File: config.mk
export PLATFORM = sky130hd
export DESIGN_NAME = decimal_seven_segment_pulse_driver
export DESIGN_NICKNAME = d
export VERILOG_FILES = /design/src/design/dssd_pkg.sv /design/src/design/dssd_front.sv /design/src/design/dssd_queue.sv /design/src/design/dssd_back.sv /design/src/design/decimal_seven_segment_pulse_driver.sv
export SDC_FILE = /design/constraint.sdc
export NUM_CORES = 1
export LEC_CHECK = 0
export ABC_AREA = 1
export BUFFER_PORTS_ARGS = -buffer_cell sky130_fd_sc_hd__buf_2
export CORE_ASPECT_RATIO = 2
export CORE_MARGIN = 4
export CORE_UTILIZATION = 53
export CTS_BUF_LIST = sky130_fd_sc_hd__clkbuf_16
export CTS_CLUSTER_SIZE = 10
export DETAILED_ROUTE_END_ITERATION = 10
export PLACE_DENSITY_LB_ADDON = 0.05
export SETUP_SLACK_MARGIN = 0.5
export SLEW_MARGIN = 25
export SYNTH_ARGS = -nofsm -noshare
export SYNTH_HDL_FRONTEND = slang
export SYNTH_SLANG_ARGS = --single-unit
export TNS_END_PERCENT = 50
File: constraint.sdc
create_clock -name i_clk -period 6.87 [get_ports i_clk]
set_input_delay 0.687 -clock i_clk [delete_from_list [all_inputs] [get_ports i_clk]]
set_output_delay 0.687 -clock i_clk [all_outputs]
set_load 0.005 [all_outputs]
File: src/design/dssd_pkg.sv
`timescale 1ns / 1ps

package dssd_pkg;

    // Fixed field widths.
    localparam int unsigned VALUE_W        = 14;
    localparam int unsigned TIME_W         = 16;
    localparam int unsigned BITS_PER_DIGIT = 8;
    localparam int unsigned CFG_IDX_W      = 3;

    localparam int unsigned DIGIT_COUNT_DEFAULT = 4;
    localparam int unsigned QUEUE_DEPTH         = 2;

    localparam logic [BITS_PER_DIGIT-1:0] BLANK_SEG = 8'hFF;

    // Timing register reset values, in microseconds.
    localparam logic [TIME_W-1:0] ONE_LOW_RST    = 16'd1;
    localparam logic [TIME_W-1:0] ONE_HIGH_RST   = 16'd30;
    localparam logic [TIME_W-1:0] ZERO_LOW_RST   = 16'd15;
    localparam logic [TIME_W-1:0] ZERO_HIGH_RST  = 16'd60;
    localparam logic [TIME_W-1:0] LATCH_LOW_RST  = 16'd100;
    localparam logic [TIME_W-1:0] LATCH_HIGH_RST = 16'd300;

    typedef enum logic [CFG_IDX_W-1:0] {
        CFG_ONE_LOW    = 3'd0,
        CFG_ONE_HIGH   = 3'd1,
        CFG_ZERO_LOW   = 3'd2,
        CFG_ZERO_HIGH  = 3'd3,
        CFG_LATCH_LOW  = 3'd4,
        CFG_LATCH_HIGH = 3'd5
    } t_cfg_idx;

    typedef enum logic [1:0] {
        PK_ONE   = 2'd0,
        PK_ZERO  = 2'd1,
        PK_LATCH = 2'd2
    } t_pulse_kind;

    typedef enum logic [1:0] {
        FS_IDLE,
        FS_CONVERT,
        FS_PUSH
    } t_front_state;

    typedef struct packed {
        logic [TIME_W-1:0] one_low;
        logic [TIME_W-1:0] one_high;
        logic [TIME_W-1:0] zero_low;
        logic [TIME_W-1:0] zero_high;
        logic [TIME_W-1:0] latch_low;
        logic [TIME_W-1:0] latch_high;
    } t_timing;

    function automatic int unsigned pow10(input int unsigned p);
        int unsigned r;
        r = 1;
        for (int unsigned i = 0; i < p; i++) begin
            r = r * 10;
        end
        return r;
    endfunction

    // Active-low segment pattern of one decimal digit.
    function automatic logic [BITS_PER_DIGIT-1:0] seg_of(input logic [3:0] digit);
        logic [BITS_PER_DIGIT-1:0] s;
        unique case (digit)
            4'd0:    s = 8'h03;
            4'd1:    s = 8'h9F;
            4'd2:    s = 8'h25;
            4'd3:    s = 8'h0D;
            4'd4:    s = 8'h99;
            4'd5:    s = 8'h49;
            4'd6:    s = 8'h41;
            4'd7:    s = 8'h1F;
            4'd8:    s = 8'h01;
            4'd9:    s = 8'h09;
            default: s = BLANK_SEG;
        endcase
        return s;
    endfunction

endpackage

File: src/design/dssd_front.sv
`timescale 1ns / 1ps

module dssd_front #(
    parameter int unsigned DIGIT_COUNT = dssd_pkg::DIGIT_COUNT_DEFAULT
) (
    input  logic                                              i_clk,
    input  logic                                              i_rst_n,
    input  logic                                              i_push,
    output logic                                              o_full,
    input  logic                                              i_cmd,
    input  logic [dssd_pkg::VALUE_W-1:0]                      i_value,
    output logic                                              o_q_push,
    input  logic                                              i_q_full,
    output logic [DIGIT_COUNT*dssd_pkg::BITS_PER_DIGIT-1:0]   o_q_data
);
    import dssd_pkg::*;

    localparam int unsigned BCD_W     = DIGIT_COUNT * 4;
    localparam int unsigned STEP_W    = $clog2(VALUE_W);
    localparam int unsigned MAX_VALUE = pow10(DIGIT_COUNT) - 1;

    t_front_state        r_state, n_state;
    logic                r_clear, n_clear;
    logic [VALUE_W-1:0]  r_shift, n_shift;
    logic [BCD_W-1:0]    r_bcd, n_bcd;
    logic [STEP_W-1:0]   r_step, n_step;
    logic [BCD_W-1:0]    adj;
    logic [VALUE_W-1:0]  sat_value;
    logic                accept;
    logic [DIGIT_COUNT:0] lead;

    assign o_full = (r_state == FS_CONVERT) || ((r_state == FS_PUSH) && i_q_full);
    assign accept = i_push && !o_full;

    // Values beyond the display range show as all nines.
    assign sat_value = (32'(i_value) > MAX_VALUE) ? MAX_VALUE[VALUE_W-1:0] : i_value;

    always_ff @(posedge i_clk) begin
        if (!i_rst_n) begin
            r_state <= FS_IDLE;
        end else begin
            r_state <= n_state;
        end
    end

    always_ff @(posedge i_clk) begin
        r_clear <= n_clear;
        r_shift <= n_shift;
        r_bcd   <= n_bcd;
        r_step  <= n_step;
    end

    // Binary to BCD by shift-and-add-three, one input bit per cycle.
    always_comb begin
        n_state  = r_state;
        n_clear  = r_clear;
        n_shift  = r_shift;
        n_bcd    = r_bcd;
        n_step   = r_step;
        o_q_push = 1'b0;
        adj      = r_bcd;
        for (int d = 0; d < int'(DIGIT_COUNT); d++) begin
            if (r_bcd[d*4 +: 4] >= 4'd5) begin
                adj[d*4 +: 4] = r_bcd[d*4 +: 4] + 4'd3;
            end
        end
        unique case (r_state)
            FS_IDLE: begin
            end
            FS_CONVERT: begin
                n_bcd   = {adj[BCD_W-2:0], r_shift[VALUE_W-1]};
                n_shift = {r_shift[VALUE_W-2:0], 1'b0};
                n_step  = r_step + STEP_W'(1);
                if (r_step == STEP_W'(VALUE_W - 1)) begin
                    n_state = FS_PUSH;
                end
            end
            FS_PUSH: begin
                if (!i_q_full) begin
                    o_q_push = 1'b1;
                    n_state  = FS_IDLE;
                end
            end
            default: n_state = FS_IDLE;
        endcase
        if (accept) begin
            n_state = FS_CONVERT;
            n_clear = i_cmd;
            n_shift = sat_value;
            n_bcd   = '0;
            n_step  = '0;
        end
    end

    // Clear blanks all digits; else leading zero digits blank, except the units.
    always_comb begin
        lead[DIGIT_COUNT] = 1'b1;
        for (int p = int'(DIGIT_COUNT) - 1; p >= 0; p--) begin
            lead[p] = lead[p+1] && (r_bcd[p*4 +: 4] == 4'd0);
        end
        o_q_data = '0;
        for (int p = 0; p < int'(DIGIT_COUNT); p++) begin
            if (r_clear || ((p != 0) && lead[p])) begin
                o_q_data[(int'(DIGIT_COUNT)-1-p)*BITS_PER_DIGIT +: BITS_PER_DIGIT] = BLANK_SEG;
            end else begin
                o_q_data[(int'(DIGIT_COUNT)-1-p)*BITS_PER_DIGIT +: BITS_PER_DIGIT] =
                    seg_of(r_bcd[p*4 +: 4]);
            end
        end
    end

    a_last_step_to_push: assert property (@(posedge i_clk) disable iff (!i_rst_n)
        (r_state == FS_CONVERT && r_step == STEP_W'(VALUE_W - 1) && !i_push)
            |=> (r_state == FS_PUSH))
        else $error("conversion did not finish after the last bit");

    a_step_in_range: assert property (@(posedge i_clk) disable iff (!i_rst_n)
        (r_state == FS_CONVERT) |-> (r_step <= STEP_W'(VALUE_W - 1)))
        else $error("conversion step counter overran");

endmodule

File: src/design/dssd_queue.sv
`timescale 1ns / 1ps

module dssd_queue #(
    parameter int unsigned WIDTH = 32
) (
    input  logic             i_clk,
    input  logic             i_rst_n,
    input  logic             i_push,
    output logic             o_full,
    input  logic [WIDTH-1:0] i_data,
    output logic             o_empty,
    input  logic             i_pop,
    output logic [WIDTH-1:0] o_data
);
    import dssd_pkg::*;

    localparam int unsigned DEPTH = QUEUE_DEPTH;
    localparam int unsigned PTR_W = $clog2(DEPTH);
    localparam int unsigned CNT_W = $clog2(DEPTH + 1);

    logic [WIDTH-1:0] r_mem [DEPTH];
    logic [PTR_W-1:0] r_wr_ptr, n_wr_ptr;
    logic [PTR_W-1:0] r_rd_ptr, n_rd_ptr;
    logic [CNT_W-1:0] r_count, n_count;
    logic             do_push, do_pop;

    assign o_full  = (r_count == CNT_W'(DEPTH));
    assign o_empty = (r_count == '0);
    assign do_push = i_push && !o_full;
    assign do_pop  = i_pop && !o_empty;
    assign o_data  = r_mem[r_rd_ptr];

    always_comb begin
        n_wr_ptr = r_wr_ptr;
        n_rd_ptr = r_rd_ptr;
        n_count  = r_count;
        if (do_push) begin
            n_wr_ptr = (r_wr_ptr == PTR_W'(DEPTH - 1)) ? '0 : r_wr_ptr + PTR_W'(1);
        end
        if (do_pop) begin
            n_rd_ptr = (r_rd_ptr == PTR_W'(DEPTH - 1)) ? '0 : r_rd_ptr + PTR_W'(1);
        end
        if (do_push && !do_pop) begin
            n_count = r_count + CNT_W'(1);
        end else if (do_pop && !do_push) begin
            n_count = r_count - CNT_W'(1);
        end
    end

    always_ff @(posedge i_clk) begin
        if (!i_rst_n) begin
            r_wr_ptr <= '0;
            r_rd_ptr <= '0;
            r_count  <= '0;
        end else begin
            r_wr_ptr <= n_wr_ptr;
            r_rd_ptr <= n_rd_ptr;
            r_count  <= n_count;
        end
    end

    always_ff @(posedge i_clk) begin
        if (do_push) begin
            r_mem[r_wr_ptr] <= i_data;
        end
    end

    a_count_bounded: assert property (@(posedge i_clk) disable iff (!i_rst_n)
        r_count <= CNT_W'(DEPTH))
        else $error("queue count exceeds its depth");

endmodule

File: src/design/dssd_back.sv
`timescale 1ns / 1ps

module dssd_back #(
    parameter int unsigned DIGIT_COUNT = dssd_pkg::DIGIT_COUNT_DEFAULT
) (
    input  logic                                             i_clk,
    input  logic                                             i_rst_n,
    input  dssd_pkg::t_timing                                i_timing,
    input  logic                                             i_q_empty,
    output logic                                             o_q_pop,
    input  logic [DIGIT_COUNT*dssd_pkg::BITS_PER_DIGIT-1:0]  i_q_data,
    output logic                                             o_empty,
    input  logic                                             i_pop,
    output logic [1:0]                                       o_pulse_kind,
    output logic [dssd_pkg::TIME_W-1:0]                      o_low_time,
    output logic [dssd_pkg::TIME_W-1:0]                      o_high_time,
    output logic                                             o_last
);
    import dssd_pkg::*;

    localparam int unsigned SEG_W = DIGIT_COUNT * BITS_PER_DIGIT;
    localparam int unsigned CNT_W = $clog2(SEG_W + 1);

    logic              r_active, n_active;
    logic [SEG_W-1:0]  r_seg, n_seg;
    logic [CNT_W-1:0]  r_cnt, n_cnt;
    logic              r_out_valid, n_out_valid;
    t_pulse_kind       r_kind, n_kind;
    logic [TIME_W-1:0] r_low, n_low;
    logic [TIME_W-1:0] r_high, n_high;
    logic              r_last, n_last;
    logic              emit, at_latch;

    assign emit     = r_active && (!r_out_valid || i_pop);
    assign at_latch = (r_cnt == CNT_W'(SEG_W));

    // The next word is taken in the same cycle as the latch pulse, so runs follow
    // without a gap.
    always_comb begin
        n_active    = r_active;
        n_seg       = r_seg;
        n_cnt       = r_cnt;
        n_out_valid = r_out_valid;
        n_kind      = r_kind;
        n_low       = r_low;
        n_high      = r_high;
        n_last      = r_last;
        o_q_pop     = !i_q_empty && (!r_active || (emit && at_latch));
        if (i_pop) begin
            n_out_valid = 1'b0;
        end
        if (emit) begin
            n_out_valid = 1'b1;
            if (at_latch) begin
                n_kind   = PK_LATCH;
                n_low    = i_timing.latch_low;
                n_high   = i_timing.latch_high;
                n_last   = 1'b1;
                n_active = 1'b0;
                n_cnt    = '0;
            end else begin
                if (r_seg[0]) begin
                    n_kind = PK_ONE;
                    n_low  = i_timing.one_low;
                    n_high = i_timing.one_high;
                end else begin
                    n_kind = PK_ZERO;
                    n_low  = i_timing.zero_low;
                    n_high = i_timing.zero_high;
                end
                n_last = 1'b0;
                n_seg  = r_seg >> 1;
                n_cnt  = r_cnt + CNT_W'(1);
            end
        end
        if (o_q_pop) begin
            n_seg    = i_q_data;
            n_cnt    = '0;
            n_active = 1'b1;
        end
    end

    always_ff @(posedge i_clk) begin
        if (!i_rst_n) begin
            r_active    <= 1'b0;
            r_cnt       <= '0;
            r_out_valid <= 1'b0;
        end else begin
            r_active    <= n_active;
            r_cnt       <= n_cnt;
            r_out_valid <= n_out_valid;
        end
    end

    always_ff @(posedge i_clk) begin
        r_seg  <= n_seg;
        r_kind <= n_kind;
        r_low  <= n_low;
        r_high <= n_high;
        r_last <= n_last;
    end

    assign o_empty      = !r_out_valid;
    assign o_pulse_kind = r_kind;
    assign o_low_time   = r_low;
    assign o_high_time  = r_high;
    assign o_last       = r_last;

    a_last_is_latch: assert property (@(posedge i_clk) disable iff (!i_rst_n)
        r_out_valid |-> (r_last == (r_kind == PK_LATCH)))
        else $error("last flag and latch pulse disagree");

    a_cnt_in_range: assert property (@(posedge i_clk) disable iff (!i_rst_n)
        r_active |-> (r_cnt <= CNT_W'(SEG_W)))
        else $error("pulse counter overran");

    a_idle_cnt_clear: assert property (@(posedge i_clk) disable iff (!i_rst_n)
        !r_active |-> (r_cnt == '0))
        else $error("pulse counter not cleared while idle");

endmodule

File: src/design/decimal_seven_segment_pulse_driver.sv
`timescale 1ns / 1ps

// Takes a command and a number and sends DIGIT_COUNT active-low seven-segment bytes
// (most significant digit first, leading zeros blanked, a clear command blanking
// every digit), each byte LSB first, as one pulse request per bit followed by one
// latch request with last set; low and high times come from the six timing
// registers. Numbers above the display range show as all nines. Each number yields
// DIGIT_COUNT*8+1 requests (33 by default) and the back end emits one request per
// cycle while pop is held high. The front end converts a number to decimal one
// input bit per cycle and hands the segment bytes on through a two-entry queue,
// so conversion of the next number overlaps the pulse run of the current one.
module decimal_seven_segment_pulse_driver #(
    parameter int unsigned DIGIT_COUNT = dssd_pkg::DIGIT_COUNT_DEFAULT
) (
    input  logic                            i_clk,
    input  logic                            i_rst_n,
    input  logic                            push,
    output logic                            full,
    input  logic                            i_cmd,
    input  logic [dssd_pkg::VALUE_W-1:0]    i_value,
    output logic                            empty,
    input  logic                            pop,
    output logic [1:0]                      o_pulse_kind,
    output logic [dssd_pkg::TIME_W-1:0]     o_low_time,
    output logic [dssd_pkg::TIME_W-1:0]     o_high_time,
    output logic                            o_last,
    input  logic                            i_cfg_we,
    input  logic [dssd_pkg::CFG_IDX_W-1:0]  i_cfg_idx,
    input  logic [dssd_pkg::TIME_W-1:0]     i_cfg_data
);
    import dssd_pkg::*;

    localparam int unsigned SEG_W = DIGIT_COUNT * BITS_PER_DIGIT;

    t_timing          r_timing, n_timing;
    logic             q_push, q_full, q_empty, q_pop;
    logic [SEG_W-1:0] front_data, q_data;

    // Writes to an index beyond the register list are dropped.
    always_comb begin
        n_timing = r_timing;
        if (i_cfg_we) begin
            unique case (i_cfg_idx)
                CFG_ONE_LOW:    n_timing.one_low    = i_cfg_data;
                CFG_ONE_HIGH:   n_timing.one_high   = i_cfg_data;
                CFG_ZERO_LOW:   n_timing.zero_low   = i_cfg_data;
                CFG_ZERO_HIGH:  n_timing.zero_high  = i_cfg_data;
                CFG_LATCH_LOW:  n_timing.latch_low  = i_cfg_data;
                CFG_LATCH_HIGH: n_timing.latch_high = i_cfg_data;
                default: begin
                end
            endcase
        end
    end

    always_ff @(posedge i_clk) begin
        if (!i_rst_n) begin
            r_timing.one_low    <= ONE_LOW_RST;
            r_timing.one_high   <= ONE_HIGH_RST;
            r_timing.zero_low   <= ZERO_LOW_RST;
            r_timing.zero_high  <= ZERO_HIGH_RST;
            r_timing.latch_low  <= LATCH_LOW_RST;
            r_timing.latch_high <= LATCH_HIGH_RST;
        end else begin
            r_timing <= n_timing;
        end
    end

    dssd_front #(
        .DIGIT_COUNT (DIGIT_COUNT)
    ) u_front (
        .i_clk    (i_clk),
        .i_rst_n  (i_rst_n),
        .i_push   (push),
        .o_full   (full),
        .i_cmd    (i_cmd),
        .i_value  (i_value),
        .o_q_push (q_push),
        .i_q_full (q_full),
        .o_q_data (front_data)
    );

    dssd_queue #(
        .WIDTH (SEG_W)
    ) u_queue (
        .i_clk   (i_clk),
        .i_rst_n (i_rst_n),
        .i_push  (q_push),
        .o_full  (q_full),
        .i_data  (front_data),
        .o_empty (q_empty),
        .i_pop   (q_pop),
        .o_data  (q_data)
    );

    dssd_back #(
        .DIGIT_COUNT (DIGIT_COUNT)
    ) u_back (
        .i_clk        (i_clk),
        .i_rst_n      (i_rst_n),
        .i_timing     (r_timing),
        .i_q_empty    (q_empty),
        .o_q_pop      (q_pop),
        .i_q_data     (q_data),
        .o_empty      (empty),
        .i_pop        (pop),
        .o_pulse_kind (o_pulse_kind),
        .o_low_time   (o_low_time),
        .o_high_time  (o_high_time),
        .o_last       (o_last)
    );

endmodule
---- Yosys cells after proc, flatten, opt, wreduce, memory -nomap -nowiden ----
Memories as Yosys holds them, arrays and structs flattened. A register that Yosys moved wholly into a read port is not among the register bits.
Index checks and enable logic that the tools add are counted.
cells by class
  $add $sub $neg .......................... 10
  order comparisons ....................... 5
  equal/unequal tests ..................... 16
  mux-type cells .......................... 48
  bitwise operators ....................... 2
  reduce and logical (&&, ||, !) cells .... 47
operators by type and width
  cell                                                                number
  two-way mux 32 bit                                                  3
  two-way mux 16 bit                                                  4
  two-way mux 4 bit                                                   11
  two-way mux 14 bit                                                  3
  two-way mux 8 bit                                                   4
  greater-or-equal comparator 4 x 3 -> 1 bit (second input constant)  4
  two-way mux 1 bit                                                   16
  AND reduction 2 bit                                                 8
  > comparator 14 bit (second input constant)                         1
  adder 4 x 2 -> 4 bit (second input constant)                        3
  logical NOT 4 bit                                                   3
  logical AND 1 bit                                                   11
  nonzero test 2 bit                                                  5
  two-way mux 2 bit                                                   4
  logical NOT 1 bit                                                   7
  adder 6 x 1 -> 6 bit (second input constant)                        1
  equality test 3 x 2 -> 1 bit (second input constant)                2
  equality test 3 bit (second input constant)                         2
  equality test 6 bit (second input constant)                         1
  logical OR 1 bit                                                    6
  two-way mux 6 bit                                                   1
  != test 2 bit (second input constant)                               3
  case mux 2 bit (3 select lines)                                     1
  AND reduction 3 bit                                                 2
  17 further kinds                                                    22
storage, ports and cells
  register bits after elaboration ......... 212
  RAM bits ................................ 64
  ROM bits ................................ 448
  bits of input ports ..................... 39
  output and inout port bits .............. 37
  word-level logic and storage cells ...... 156
  memories ................................ 5
memories
  name              words  width  read ports  clocked after Yosys merged registers in  wr ports  line              source
  (name not given)  16     7      1           1                                        0         dssd_pkg.sv:66    unique case (digit)
  (name not given)  16     7      1           1                                        0         dssd_pkg.sv:66
  (name not given)  16     7      1           1                                        0         dssd_pkg.sv:66
  (name not given)  16     7      1           1                                        0         dssd_pkg.sv:66
  u_queue.r_mem     2      32     1           1                                        1         dssd_queue.sv:21  logic [WIDTH-1:0] r_mem [DEPTH];

---- Longest topological paths before layout ----
Gate-level depths: netlist of the first run.
  depth after elaboration ................. 10
  gate-level depth with buffers ........... 16
  depth with buffers taken out ............ 16

---- Hierarchy ----
Synthesis of the first run repeated with hierarchy kept, for this count alone.
second synthesis, totals
  cell total of the unflattened synthesis .. 1,570
  area total of the unflattened synthesis .. 13,949.6 um^2
modules (own cells, without submodules)
  module                              times used  cells an instance  area an instance (um^2)  seq. area each (um^2)
  decimal_seven_segment_pulse_driver  1           535                3,849.9                  1,921.8
  dssd_front                          1           483                3,703.6                  1,451.4
  dssd_back                           1           414                3,684.8                  2,172.1
  dssd_queue                          1           138                2,711.4                  2,021.9

---- Least setup slack after synthesis of the first run ----
OpenSTA, ideal clock, no wires.
  path type ............................... register -> register
  start point ............................. reg u_back.r_cnt[0]
  end point ............................... reg u_back.r_seg[0], enable pin
  data arrival time ....................... 3,287 ps
  data required time ...................... 6,404 ps
  path slack .............................. 3,117 ps
  stages on the path, launching flop included .. 7
  path buffers ............................ 1
  clock period less this slack ............ 3,753 ps
  cells stage by stage .................... dfxtp_1 -> inv_1 -> ha_1 -> nand3_2 -> inv_2 -> buf_2 -> o21ai_0
on the way
  longest elaborated chain between the ends .. 6
  elaborated cells on any way between the ends .. 7
RTL lines
  element                                                               line             source
  from (decl)                                                           dssd_back.sv:26  logic [CNT_W-1:0] r_cnt, n_cnt;
  from (signal assigned)                                                dssd_back.sv:90  r_cnt <= n_cnt;
  equality test 6 bit *                                                 dssd_back.sv:35  assign at_latch = (r_cnt == CNT_W'(SEG_W));
  logical AND 1 bit                                                     dssd_back.sv:48  o_q_pop = !i_q_empty && (!r_active || (emit && at_latch));
  logical OR 1 bit                                                      dssd_back.sv:48
  logical AND 1 bit                                                     dssd_back.sv:48
  != test 2 bit (no source line) or nonzero test 2 bit (tied branches)  -
  AND reduction 2 bit (no source line) *                                -
  to (signal assigned)                                                  dssd_back.sv:96  r_seg <= n_seg;
  to (decl)                                                             dssd_back.sv:25  logic [SEG_W-1:0] r_seg, n_seg;
Mark *: on every way between the ends. The rest lies on a longest branch, timed or not.
A chain may end at the register's enable or synchronous reset.

==> impl_metrics.ini, run 1 <==
[status]
status = completed

[sta]
setup_violations = 0
worst_slew_pin_slew_ps = 975
slew_headroom_pct = 35.0
fmax_mhz = 421
timing.final.hold_violations = 0
tns_ps = 0
period_share_pct = 34.5
worst_hold_slack_ps = 383
grt_setup_unrepaired = false
clock_skew_ps = 10.7
timing_max_transition_violations_final = 0
period_needed_ps = 2370

[setup_path]
critical_path.max_fanout = 36
timing.critical_path.max_delay_family = simple AND/OR/NAND/NOR gates
kind_of_critical_path = reg2reg
cp_data_arrival_time_ps = 2750
crit_chain = inv_1 -> nand2_4 -> nand3_4 -> nand2_1 -> a21oi_2 -> inv_1 -> ha_1 -> nand3b_1 -> nand3_1 -> nand2_1
endpoint_kind = flop
slowest_delay_ps = 520
worst-r2r-setup-slack_ps = 4500
cp_num_cells = 10
worst-path-buf-inv = 2
crit_required_ps = 7240
reg2regPathDepth = 10
launch_point_of_the_worst_reg_to_reg_path = u_front.r_state[1]
setup.worst_path.start_class = flop
cpMaxStageDelayCell = sky130_fd_sc_hd__nand3_4

[die]
floorplan.io_pins = 76
core.rowCount = 80
die_w_um = 118
die_h_um = 227
initial_utilization_pct = 53.5
total_die_area_sq_um = 26700
core_area_sq_um = 23800

[layout]
final_util_pct = 60.0
antenna_cells = 0
filler_cell_count = 2147
area_growth_pct = 12.2
num-nets-final = 1599
instances_no_fill = 1838
drive_above_1_share_pct = 11.7
design_area_sq_um = 14300

[global_routing]
grtUsageMet1_pct = 20.2
grt_start_max_net_pins = 105
grt_util_all_layers_pct = 19.4
grt_overflow = 0
grt_antenna_before_repair = 0
wire_length_of_the_first_global_routing_pass_um = 43000
first_global_vias = 9022
busiest_layer = met2
grt_use_met3_pct = 2.64
grt_use_met2_pct = 37.7

[logic_synthesis]
synth.avg_cell_area_sq_um = 8.74
synth-async-reset-ratio_pct = 0
synth-seq-cells = 297
synthesized_area_sq_um = 12700
synth_fp_nets = 1532
ys_seq_area_share_pct = 57.5
synthCells = 1458
synth_warnings = 0
yosys.cell_types.count = 39
ys.flop_type = sky130_fd_sc_hd__dfxtp_1
synth_enable_flop_cells = 138

[detailed_routing]
drc = 0
avgRoutedWirePerCell_um = 14.1
routed_via_density = 5.10
postRouteAntennaNets = 0
wirelength_um = 25900
drt-pass1-iter-count = 5
vias = 9369
initialDrtViolationCount = 649

[place]
estimated_wirelength_of_the_detail_placed_design_um = 17400
total_instance_count_after_detailed_placement = 1775
gp_routability_congestion = 0.768
placedInstanceArea_sq_um = 13300
place.port_buffers = 75

[clock_tree]
post_cts_hold_buffer_count = 0
cts_htree_levels = 2
cts_tree = yes
clock_sink_count = 297
clk_root_buffer_cell = sky130_fd_sc_hd__clkbuf_16
clockBufferDepth = 3
number_of_buffers_inserted_during_clock_tree_synthesis = 35
clock_latency_of_the_later_clocked_register_in_the_worst_skew_pair_ps = 500
setup_fix_buffers_added_after_clock_tree_synthesis = 0
number_of_instances_resized_during_post_cts_repair = 0
cts.clk_slew.worst_paths_ps = 60

[power_and_ir_drop]
worst_ir_drop_vdd_mv = 0.206
cellPowerDensity_nw_per_um2 = 352
leakagePower_nw = 6.46

[hold_path]
min-delay-start = i_cmd
min_delay_path_depth = 1
worstHoldEndpoint = u_front.r_clear
min-delay-path-class = in2reg

[flow_run]
max_cap_violations = 0
## logic make-up (layout without fill, tap and decap cells)
| group | count (synthesis) | in the layout | share of synthesized area, % |
|---|---|---|---|
| XOR/XNOR | 6 | 6 | 0.412 |
| flip-flops | 297 | 297 | 57.5 |
| adder cells (fa/ha/maj) | 35 | 35 | 3.44 |
| AND/OR/NAND/NOR | 704 | 704 | 23.0 |
| buffers and inverters | 206 | 299 | 6.78 |
| AO/OA/AOI/OAI | 210 | 210 | 8.87 |
## sequential cells by signal, summed over array words and instances, names as in the netlist, 4 cells and up, named ones only
signal and flops:
u_back.r_cnt 6, u_front.r_bcd 16, u_back.o_low_time 16, u_front.r_step 4
u_queue.r_mem 56, r_timing 96, u_front.r_shift 14, u_back.r_seg 32
u_back.o_high_time 16
## synthesized netlist by cell type (2+ instances only)
master | count | area share (%)
sky130_fd_sc_hd__a21oi_1 | 42 | 1.6
sky130_fd_sc_hd__a21oi_2 | 3 | 0.21
sky130_fd_sc_hd__a2bb2oi_1 | 6 | 0.41
sky130_fd_sc_hd__buf_1 | 6 | 0.18
sky130_fd_sc_hd__buf_2 | 15 | 0.59
sky130_fd_sc_hd__buf_6 | 4 | 0.35
sky130_fd_sc_hd__buf_8 | 2 | 0.24
sky130_fd_sc_hd__clkbuf_1 | 29 | 0.85
sky130_fd_sc_hd__dfxtp_1 | 159 | 25
sky130_fd_sc_hd__edfxtp_1 | 138 | 33
sky130_fd_sc_hd__ha_1 | 35 | 3.4
sky130_fd_sc_hd__inv_1 | 136 | 4.0
sky130_fd_sc_hd__inv_2 | 12 | 0.35
sky130_fd_sc_hd__nand2_1 | 446 | 13
sky130_fd_sc_hd__nand2_2 | 8 | 0.39
sky130_fd_sc_hd__nand2_4 | 5 | 0.44
sky130_fd_sc_hd__nand3_1 | 80 | 3.1
sky130_fd_sc_hd__nand3_2 | 5 | 0.39
sky130_fd_sc_hd__nand3_4 | 2 | 0.27
sky130_fd_sc_hd__nand3b_1 | 4 | 0.24
sky130_fd_sc_hd__nand4_1 | 2 | 0.098
sky130_fd_sc_hd__nor2_1 | 134 | 3.9
sky130_fd_sc_hd__nor2_2 | 2 | 0.098
sky130_fd_sc_hd__nor2_4 | 2 | 0.18
sky130_fd_sc_hd__nor3_1 | 2 | 0.079
sky130_fd_sc_hd__o211ai_1 | 4 | 0.24
sky130_fd_sc_hd__o21ai_0 | 138 | 5.4
sky130_fd_sc_hd__o21ai_1 | 10 | 0.39
sky130_fd_sc_hd__o21ai_2 | 4 | 0.27
sky130_fd_sc_hd__or2_1 | 2 | 0.098
sky130_fd_sc_hd__or2_2 | 9 | 0.44
sky130_fd_sc_hd__xnor2_1 | 4 | 0.27
sky130_fd_sc_hd__xor2_1 | 2 | 0.14
## worst register-to-register path: cells and delay by family (launching register included)
| family | cells | cell delay [ps] |
|---|---|---|
| flops | 1 | 290 |
| buf+inv | 2 | 230 |
| simple gates | 6 | 1270 |
| compound gates | 1 | 270 |
| fa+ha+maj | 1 | 180 |
## metal layers
metal / vias to the layer above / share of wire [%]
li1: 4826 / -
met1: 4326 / 39
met2: 162 / 54
met3: 55 / 3.1
met4: 0 / 4.7
met5: - / 0
## report_power, final
part           internal, mW  switching, mW
combinational         0.328          0.700
sequential             2.27         0.0946
clock                 0.961          0.676
## stage by stage
step	setup slack, ps	power [mW]
after floorplan	3120	3.14
after global placement	4270	3.42
after detailed placement	4200	3.45
after CTS	4470	5.10
after global routing	4270	5.33
final	4500	5.03
## area by class of cell
| class | instances | area, sq um | share of cell area [%] |
|---|---|---|---|
| multi-input cells | 955 | 4560 | 31.9 |
| clock buffers | 37 | 926 | 6.47 |
| well taps | 287 | 359 | 2.51 |
| inverters | 148 | 556 | 3.88 |
| flip-flops and latches | 297 | 7330 | 51.2 |
| repair buffers | 88 | 473 | 3.31 |
| clock inverters | 26 | 97.6 | 0.682 |
## how the worst max path moves through the flow
| stage | startpoint | end |
|---|---|---|
| after floorplan | u_back.r_cnt[0] | u_back.r_seg[0] |
| after global placement | pop | u_back.r_seg[0] |
| after detailed placement | pop | u_back.r_seg[24] |
| after CTS | u_front.r_state[1] | flop |
| after global routing | u_front.r_state[1] | flop |
| final | u_front.r_state[1] | flop |
## layout by cell type (no fill, tap or decap), types with 3 or more instances in the layout
cell type	instances
sky130_fd_sc_hd__nand3_1	80
sky130_fd_sc_hd__nor2_2	4
sky130_fd_sc_hd__clkbuf_16	37
sky130_fd_sc_hd__xnor2_1	4
sky130_fd_sc_hd__nand3b_1	4
sky130_fd_sc_hd__o21ai_2	5
sky130_fd_sc_hd__buf_2	75
sky130_fd_sc_hd__a21oi_1	42
sky130_fd_sc_hd__a2bb2oi_1	6
sky130_fd_sc_hd__o21ai_1	10
sky130_fd_sc_hd__nand2_1	446
sky130_fd_sc_hd__inv_1	161
sky130_fd_sc_hd__edfxtp_1	138
sky130_fd_sc_hd__nand3_2	5
sky130_fd_sc_hd__o211ai_1	4
sky130_fd_sc_hd__o21ai_0	137
sky130_fd_sc_hd__nand2_4	5
sky130_fd_sc_hd__nor2_1	132
sky130_fd_sc_hd__ha_1	35
sky130_fd_sc_hd__dfxtp_1	159
sky130_fd_sc_hd__a21oi_2	3
sky130_fd_sc_hd__nand2_2	8
sky130_fd_sc_hd__inv_2	13
sky130_fd_sc_hd__buf_4	13
sky130_fd_sc_hd__or2_2	9
(Power assumes the default switching activity.)
==> run 2: changes to the inputs <==
--- a/config.mk
+++ b/config.mk
@@ -5,7 +5,7 @@
 export SDC_FILE = /design/constraint.sdc
 export NUM_CORES = 1
 export LEC_CHECK = 0
-export ABC_AREA = 1
+export ABC_AREA = 0
 export BUFFER_PORTS_ARGS = -buffer_cell sky130_fd_sc_hd__buf_2
 export CORE_ASPECT_RATIO = 2
 export CORE_MARGIN = 4
==> constraint.sdc (replaced) <==
create_clock -name i_clk -period 2.4 [get_ports i_clk]
set_input_delay 0.24 -clock i_clk [delete_from_list [all_inputs] [get_ports i_clk]]
set_output_delay 0.24 -clock i_clk [all_outputs]
set_load 0.005 [all_outputs]
==> run 2 against run 1 <==
Net effect: synthesized cell count down 18%; synthesized area fell by 0.87%; via count barely moved; non-clock buffer count increased by 111; routed wire length increased by 24%; final area increased by 16%; cell count decreased by 8.4%; critical path type unchanged.
==> impl_metrics.ini, run 2 <==
[status]
status = completed

[logic_synthesis]
synth-async-reset-ratio_pct = 0
synth_adder_area_share_pct = 3.47
synth_fp_nets = 1275
synth-xor-area-share_pct = 0.763
synth.avg_cell_area_sq_um = 10.5
synth_enable_flop_cells = 138
main_combinational_cell_family_by_area_after_synthesis = simple AND/OR/NAND/NOR gates
synth_warnings = 0
post-synth-top-area-fraction_pct = 32.8
yosys-mux-area-fraction_pct = 5.07
synth-seq-cells = 297
yosys.cell_count.top_type = sky130_fd_sc_hd__nand2_1
ys.flop_type = sky130_fd_sc_hd__dfxtp_1
yosys-top-cells-area = sky130_fd_sc_hd__edfxtp_1 (33%), sky130_fd_sc_hd__dfxtp_1 (25%), sky130_fd_sc_hd__nand2_1 (8.6%)
synth_compound_gate_area_share_pct = 13.3
synthCells = 1201
synth_simple_gate_area_share_pct = 16.0
synthesized_area_sq_um = 12600
yosys.cell_types.count = 66
post_synth_most_frequent_cells = sky130_fd_sc_hd__nand2_1 (290), sky130_fd_sc_hd__dfxtp_1 (159), sky130_fd_sc_hd__edfxtp_1 (138)
ys_seq_area_share_pct = 58.0
synth_top_area_cell = sky130_fd_sc_hd__edfxtp_1

[detailed_routing]
drt-pass1-iter-count = 5
postRouteAntennaNets = 0
wirelength_um = 32000
routed_via_density = 5.57
vias = 9374
avgRoutedWirePerCell_um = 19.0
drc = 0
initialDrtViolationCount = 555

[die]
floorplan.io_pins = 76
core_area_sq_um = 23400
initial_utilization_pct = 53.9
core.rowCount = 79
die_h_um = 226
total_die_area_sq_um = 26500
die_w_um = 117

[power_and_ir_drop]
cellPowerDensity_nw_per_um2 = 956
p_int_mw = 11.2
power.switching_fraction_pct = 29.3
power_frac_comb_pct = 27.8
power_frac_clock_pct = 29.6
seqPwrFrac_pct = 42.6
worst_ir_drop_vdd_mv = 0.539
net-switching-power_mw = 4.64
leakagePower_nw = 6.30

[layout]
area_growth_pct = 31.3
largest_reg_flops = 96
largest-register = r_timing
layout.cells.most_common_list = sky130_fd_sc_hd__nand2_1 (260), sky130_fd_sc_hd__dfxtp_1 (144), sky130_fd_sc_hd__edfxtp_1 (138)
drive_above_1_share_pct = 31.7
antenna_cells = 0
layout.cells.most_common = sky130_fd_sc_hd__nand2_1
registers_with_the_highest_flip_flop_counts = r_timing: 96 flops, u_queue.r_mem: 56 flops, u_back.r_seg: 32 flops
num-nets-final = 1449

[sta]
tns_ps = 0
fmax_mhz = 481
period_share_pct = 86.7
timing_max_transition_violations_final = 0
setup_violations = 0
worst_hold_slack_ps = 24.8
grt_setup_unrepaired = true
worst_slew_pin_slew_ps = 684
timing.final.hold_violations = 0
slew_headroom_pct = 54.3
period_needed_ps = 2080
clock_skew_ps = 11.5

[clock_tree]
clock_latency_of_the_later_clocked_register_in_the_worst_skew_pair_ps = 500
cts_htree_levels = 2
clock_sink_count = 297
number_of_buffers_inserted_during_clock_tree_synthesis = 35
clockBufferDepth = 3
cts_tree = yes
clk_root_buffer_cell = sky130_fd_sc_hd__clkbuf_16
cts.clk_slew.worst_paths_ps = 50

[setup_path]
worst-r2r-setup-slack_ps = 320
cp_data_arrival_time_ps = 2510
cpMaxStageDelayCell = sky130_fd_sc_hd__or4_4
worst-path-buf-inv = 1
reg2regPathDepth = 10
launch_point_of_the_worst_reg_to_reg_path = u_back.r_cnt[1]
kind_of_critical_path = reg2reg
critical_path.max_fanout = 4
slowest_delay_ps = 440
timing.rr.end = u_queue.r_count[1]
setup.worst_path.start_class = flop
timing.critical_path.max_delay_family = simple AND/OR/NAND/NOR gates
cp_num_cells = 10
crit_start = u_back.r_cnt[1]
crit_chain = inv_2 -> ha_4 -> nand2_2 -> or4_4 -> o21ai_4 -> o21ai_4 -> ha_4 -> xor2_1 -> or3_1 -> a21boi_1
endpoint = u_queue.r_count[1]
endpoint_kind = flop
crit_required_ps = 2820

[global_routing]
grt_antenna_before_repair = 0
grt_start_max_net_pins = 68
grt_util_all_layers_pct = 23.0
grt_overflow = 0
wire_length_of_the_first_global_routing_pass_um = 47700
first_global_vias = 9370

[place]
place.port_buffers = 75
gp_routability_congestion = 0.857
estimated_wirelength_of_the_detail_placed_design_um = 17800

[hold_path]
min-delay-path-class = in2reg

[flow_run]
max_cap_violations = 0
-- run 2: logic make-up (layout without fill, tap and decap cells) --
| family | after synthesis | after routing |
|---|---|---|
| AO/OA/AOI/OAI | 240 | 240 |
| buffers and inverters | 101 | 300 |
| adder cells (fa/ha/maj) | 35 | 35 |
| XOR/XNOR | 11 | 11 |
| AND/OR/NAND/NOR | 453 | 453 |
| flip-flops | 297 | 297 |
| multiplexers | 64 | 64 |
-- run 2: what timing repair did --
item | CTS | global route
setup endpoints to repair | 104 | 201
setup buffers | 45 | 25
pin swaps | 79 | 38
cloned | 7 | 6
gates resized for setup | 201 | 102
hold buffers | 1 | 0
hold endpoints to repair | 1 | 0
-- run 2: routing by layer --
| layer | up-vias | wire, um | GRT usage, % |
|---|---|---|---|
| li1 | 4524 | - | - |
| met1 | 4524 | 10900 | 22.9 |
| met2 | 239 | 18300 | 45.3 |
| met3 | 87 | 1180 | 2.78 |
| met4 | 0 | 1570 | 10.2 |
| met5 | - | 0 | 0 |
-- run 2: cell type report --
cell class	count	area, sq um
Sequential cell	297	7360
Fill cell	1715	6840
Multi-Input combinational cell	803	5990
Timing Repair Buffer	199	1670
Clock buffer	37	926
Tap cell	283	354
Inverter	39	191
Clock inverter	25	93.8
-- run 2: worst min path at each step --
stage          slack [ps]                 end  depth (start not counted)        from
2_1_floorplan         340     u_front.r_clear                          0       i_cmd
3_3_place_gp          420     u_front.r_clear                          1       i_cmd
3_5_place_dp          420     u_front.r_clear                          1       i_cmd
4_1_cts                 8  u_front.r_shift[1]                          2  i_value[1]
5_1_grt                40  u_front.r_shift[3]                          2  i_value[3]
6_report               20  u_front.r_shift[1]                          2  i_value[1]
-- run 2: stage by stage --
stage	setup slack, ps	area, sq um	utilization (%)	instances	total power [mW]
CTS	305	15900	67.7	1652	15.5
global route	239	16600	70.8	1683	16.6
floorplan	230	12800	-	1201	8.44
global placement	162	13600	58.1	1537	9.25
finish	319	16600	70.8	1683	15.9
detailed placement	126	13600	58.1	1537	9.31
-- run 2: power groups by stage --
stage / Combinational (mW) / Sequential (mW) / Clock, mW
finish: 4.41 / 6.75 / 4.69
global route: 4.76 / 6.82 / 5.01
CTS: 4.03 / 6.71 / 4.79
detailed placement: 2.60 / 6.70 / 0
global placement: 2.57 / 6.68 / 0
floorplan: 1.84 / 6.60 / 0
==> run 3: changes to the inputs <==
--- a/config.mk
+++ b/config.mk
@@ -8,13 +8,13 @@
 export ABC_AREA = 0
 export BUFFER_PORTS_ARGS = -buffer_cell sky130_fd_sc_hd__buf_2
 export CORE_ASPECT_RATIO = 2
-export CORE_MARGIN = 4
+export CORE_MARGIN = 2
 export CORE_UTILIZATION = 53
 export CTS_BUF_LIST = sky130_fd_sc_hd__clkbuf_16
 export CTS_CLUSTER_SIZE = 10
 export DETAILED_ROUTE_END_ITERATION = 10
 export PLACE_DENSITY_LB_ADDON = 0.05
-export SETUP_SLACK_MARGIN = 0.5
+export SETUP_SLACK_MARGIN = 0.05
 export SLEW_MARGIN = 25
 export SYNTH_ARGS = -nofsm -noshare
 export SYNTH_HDL_FRONTEND = slang
==> constraint.sdc (replaced) <==
create_clock -name i_clk -period 2.6 [get_ports i_clk]
set_input_delay 0.26 -clock i_clk [delete_from_list [all_inputs] [get_ports i_clk]]
set_output_delay 0.26 -clock i_clk [all_outputs]
set_load 0.005 [all_outputs]
==> run 3 against run 2 <==
Net effect: the run now ends with design-rule violations left; first-iteration DRC count decreased by 30%; highest routed layer unchanged; fmax fell by 12%; total power down 20%; flip-flop and latch count did not move; clock skew about the same; sequential power shrank 10%; cell count fell by 5.5%.
==> impl_metrics.ini, run 3 (same netlist as run 2, synthesis figures left out) <==
[status]
status = finished, violations left
failing_checks = design-rule violations

[place]
estimated_wirelength_of_the_detail_placed_design_um = 15700
preCtsSetupSlack_ps = 89.4
place.port_buffers = 75
gp_routability_congestion = 0.797
total_instance_count_after_detailed_placement = 1525

[flow_run]
max_cap_violations = 0

[power_and_ir_drop]
worst_ir_drop_vdd_mv = 0.600
cellPowerDensity_nw_per_um2 = 878
leakagePower_nw = 5.53
power_total_mw = 12.6

[global_routing]
grt_start_max_net_pins = 70
first_global_vias = 8365
busiest_layer = met2
grt_use_met3_pct = 2.54
grt_overflow = 0
grtUsageMet1_pct = 27.3
grt_use_met2_pct = 33.8
wire_length_of_the_first_global_routing_pass_um = 41700
grt_antenna_before_repair = 2
grt_util_all_layers_pct = 20.3

[setup_path]
critical_path.max_fanout = 5
cp_data_arrival_time_ps = 2720
reg2regPathDepth = 11
crit_required_ps = 2960
setup.worst_path.start_class = flop
launch_point_of_the_worst_reg_to_reg_path = u_front.r_bcd[5]
kind_of_critical_path = reg2reg
endpoint_kind = flop
worst-r2r-setup-slack_ps = 240
crit_start = u_front.r_bcd[5]

[detailed_routing]
initialDrtViolationCount = 391
wirelength_um = 25000
routed_via_density = 5.39
vias = 8570
postRouteAntennaNets = 0
drt-pass1-iter-count = 7
drc = 3
avgRoutedWirePerCell_um = 15.7

[clock_tree]
cts.clk_slew.worst_paths_ps = 60
clk_root_buffer_cell = sky130_fd_sc_hd__clkbuf_16
clock_latency_of_the_later_clocked_register_in_the_worst_skew_pair_ps = 500
clockBufferDepth = 3
clock_sink_count = 297
setup_fix_buffers_added_after_clock_tree_synthesis = 0
cts_htree_levels = 2
number_of_buffers_inserted_during_clock_tree_synthesis = 35
cts_tree = yes

[die]
core_area_sq_um = 23600
die_w_um = 113
total_die_area_sq_um = 25200
initial_utilization_pct = 53.5
core.rowCount = 80
floorplan.io_pins = 76
die_h_um = 222

[sta]
period_needed_ps = 2360
fmax_mhz = 423
setup_violations = 0
period_share_pct = 90.9
clock_skew_ps = 11.6
worst_slew_pin_slew_ps = 760
timing.final.hold_violations = 0
timing_max_transition_violations_final = 0
grt_setup_unrepaired = true
tns_ps = 0
final_critical_path_setup_slack_ps = 237
slew_headroom_pct = 49.2

[layout]
filler_cell_count = 1999
registers_with_the_highest_flip_flop_counts = r_timing: 96 flops, u_queue.r_mem: 56 flops, u_back.r_seg: 32 flops
largest_reg_flops = 96
drive_above_1_share_pct = 13.3
layout.cells.most_common = sky130_fd_sc_hd__nand2_1
layout.cells.most_common_list = sky130_fd_sc_hd__nand2_1 (290), sky130_fd_sc_hd__dfxtp_1 (159), sky130_fd_sc_hd__edfxtp_1 (138)
instances_no_fill = 1590
largest-register = r_timing
final_util_pct = 60.8
area_growth_pct = 13.7
num-nets-final = 1350

[hold_path]
min-delay-start = i_value[2]
worstHoldEndpoint = u_front.r_shift[2]
min-delay-path-class = in2reg
min_delay_path_depth = 2
-- run 3: report_power, final --
group | internal, mW | total [mW] | leakage [nW] | switching [mW]
registers | 5.82 | 6.05 | 2.57 | 0.234
clock network | 2.54 | 4.31 | 0.585 | 1.77
logic | 0.872 | 2.26 | 2.38 | 1.38
total | 9.23 | 12.6 | 5.53 | 3.39
-- run 3: routing by layer --
metal	part of all wire (%)	vias up
met5	0	-
met2	47	156
li1	-	4321
met1	46	4046
met3	4.0	47
met4	2.6	0
-- run 3: worst max path at each step --
stage / end / slack [ps] / cells after the start
after global routing: flop / 20 / 11
after floorplan: u_queue.r_mem[0][10] / 20 / 3
after global placement: u_queue.r_count[1] / 170 / 9
after detailed placement: u_queue.r_count[1] / 90 / 9
after CTS: u_queue.r_count[1] / 80 / 9
final: flop / 240 / 11
-- run 3: metrics by stage --
stage | hold WS, ps | cell area, sq um
floorplan | 359 | 12600
global placement | 439 | 13300
detailed placement | 442 | 13300
CTS | 24.4 | 14400
global route | 54.5 | 14400
finish | 41.2 | 14400
-- run 3: critical path, cell delays in order, from the launching register on --
cell and delay [ps]:
sky130_fd_sc_hd__dfxtp_1 370, sky130_fd_sc_hd__inv_2 90, sky130_fd_sc_hd__ha_1 180, sky130_fd_sc_hd__nand2b_1 170, sky130_fd_sc_hd__a21o_1 220, sky130_fd_sc_hd__nor3_1 330, sky130_fd_sc_hd__a2111oi_4 90, sky130_fd_sc_hd__inv_2 100
sky130_fd_sc_hd__ha_1 190, sky130_fd_sc_hd__inv_1 50, sky130_fd_sc_hd__a2111oi_0 310, sky130_fd_sc_hd__a311oi_1 100
-- run 3: layout make-up --
type                       instances  area [sq um]  area share [%]
sequential                       297          7330            51.0
clock buffer                      37           926            6.45
tap                              287           359            2.50
multi-input combinational        803          4900            34.1
inverter                          39           149            1.04
clock inverter                    25          93.8           0.653
antenna                            2          5.00          0.0348
timing repair buffer             100           603            4.20
-- run 3: repair_timing --
item	in CTS	in global routing
hold buffers	1	0
endpoints found under the setup margin	0	17
endpoints found under the hold margin	1	0
gates resized for setup	0	5
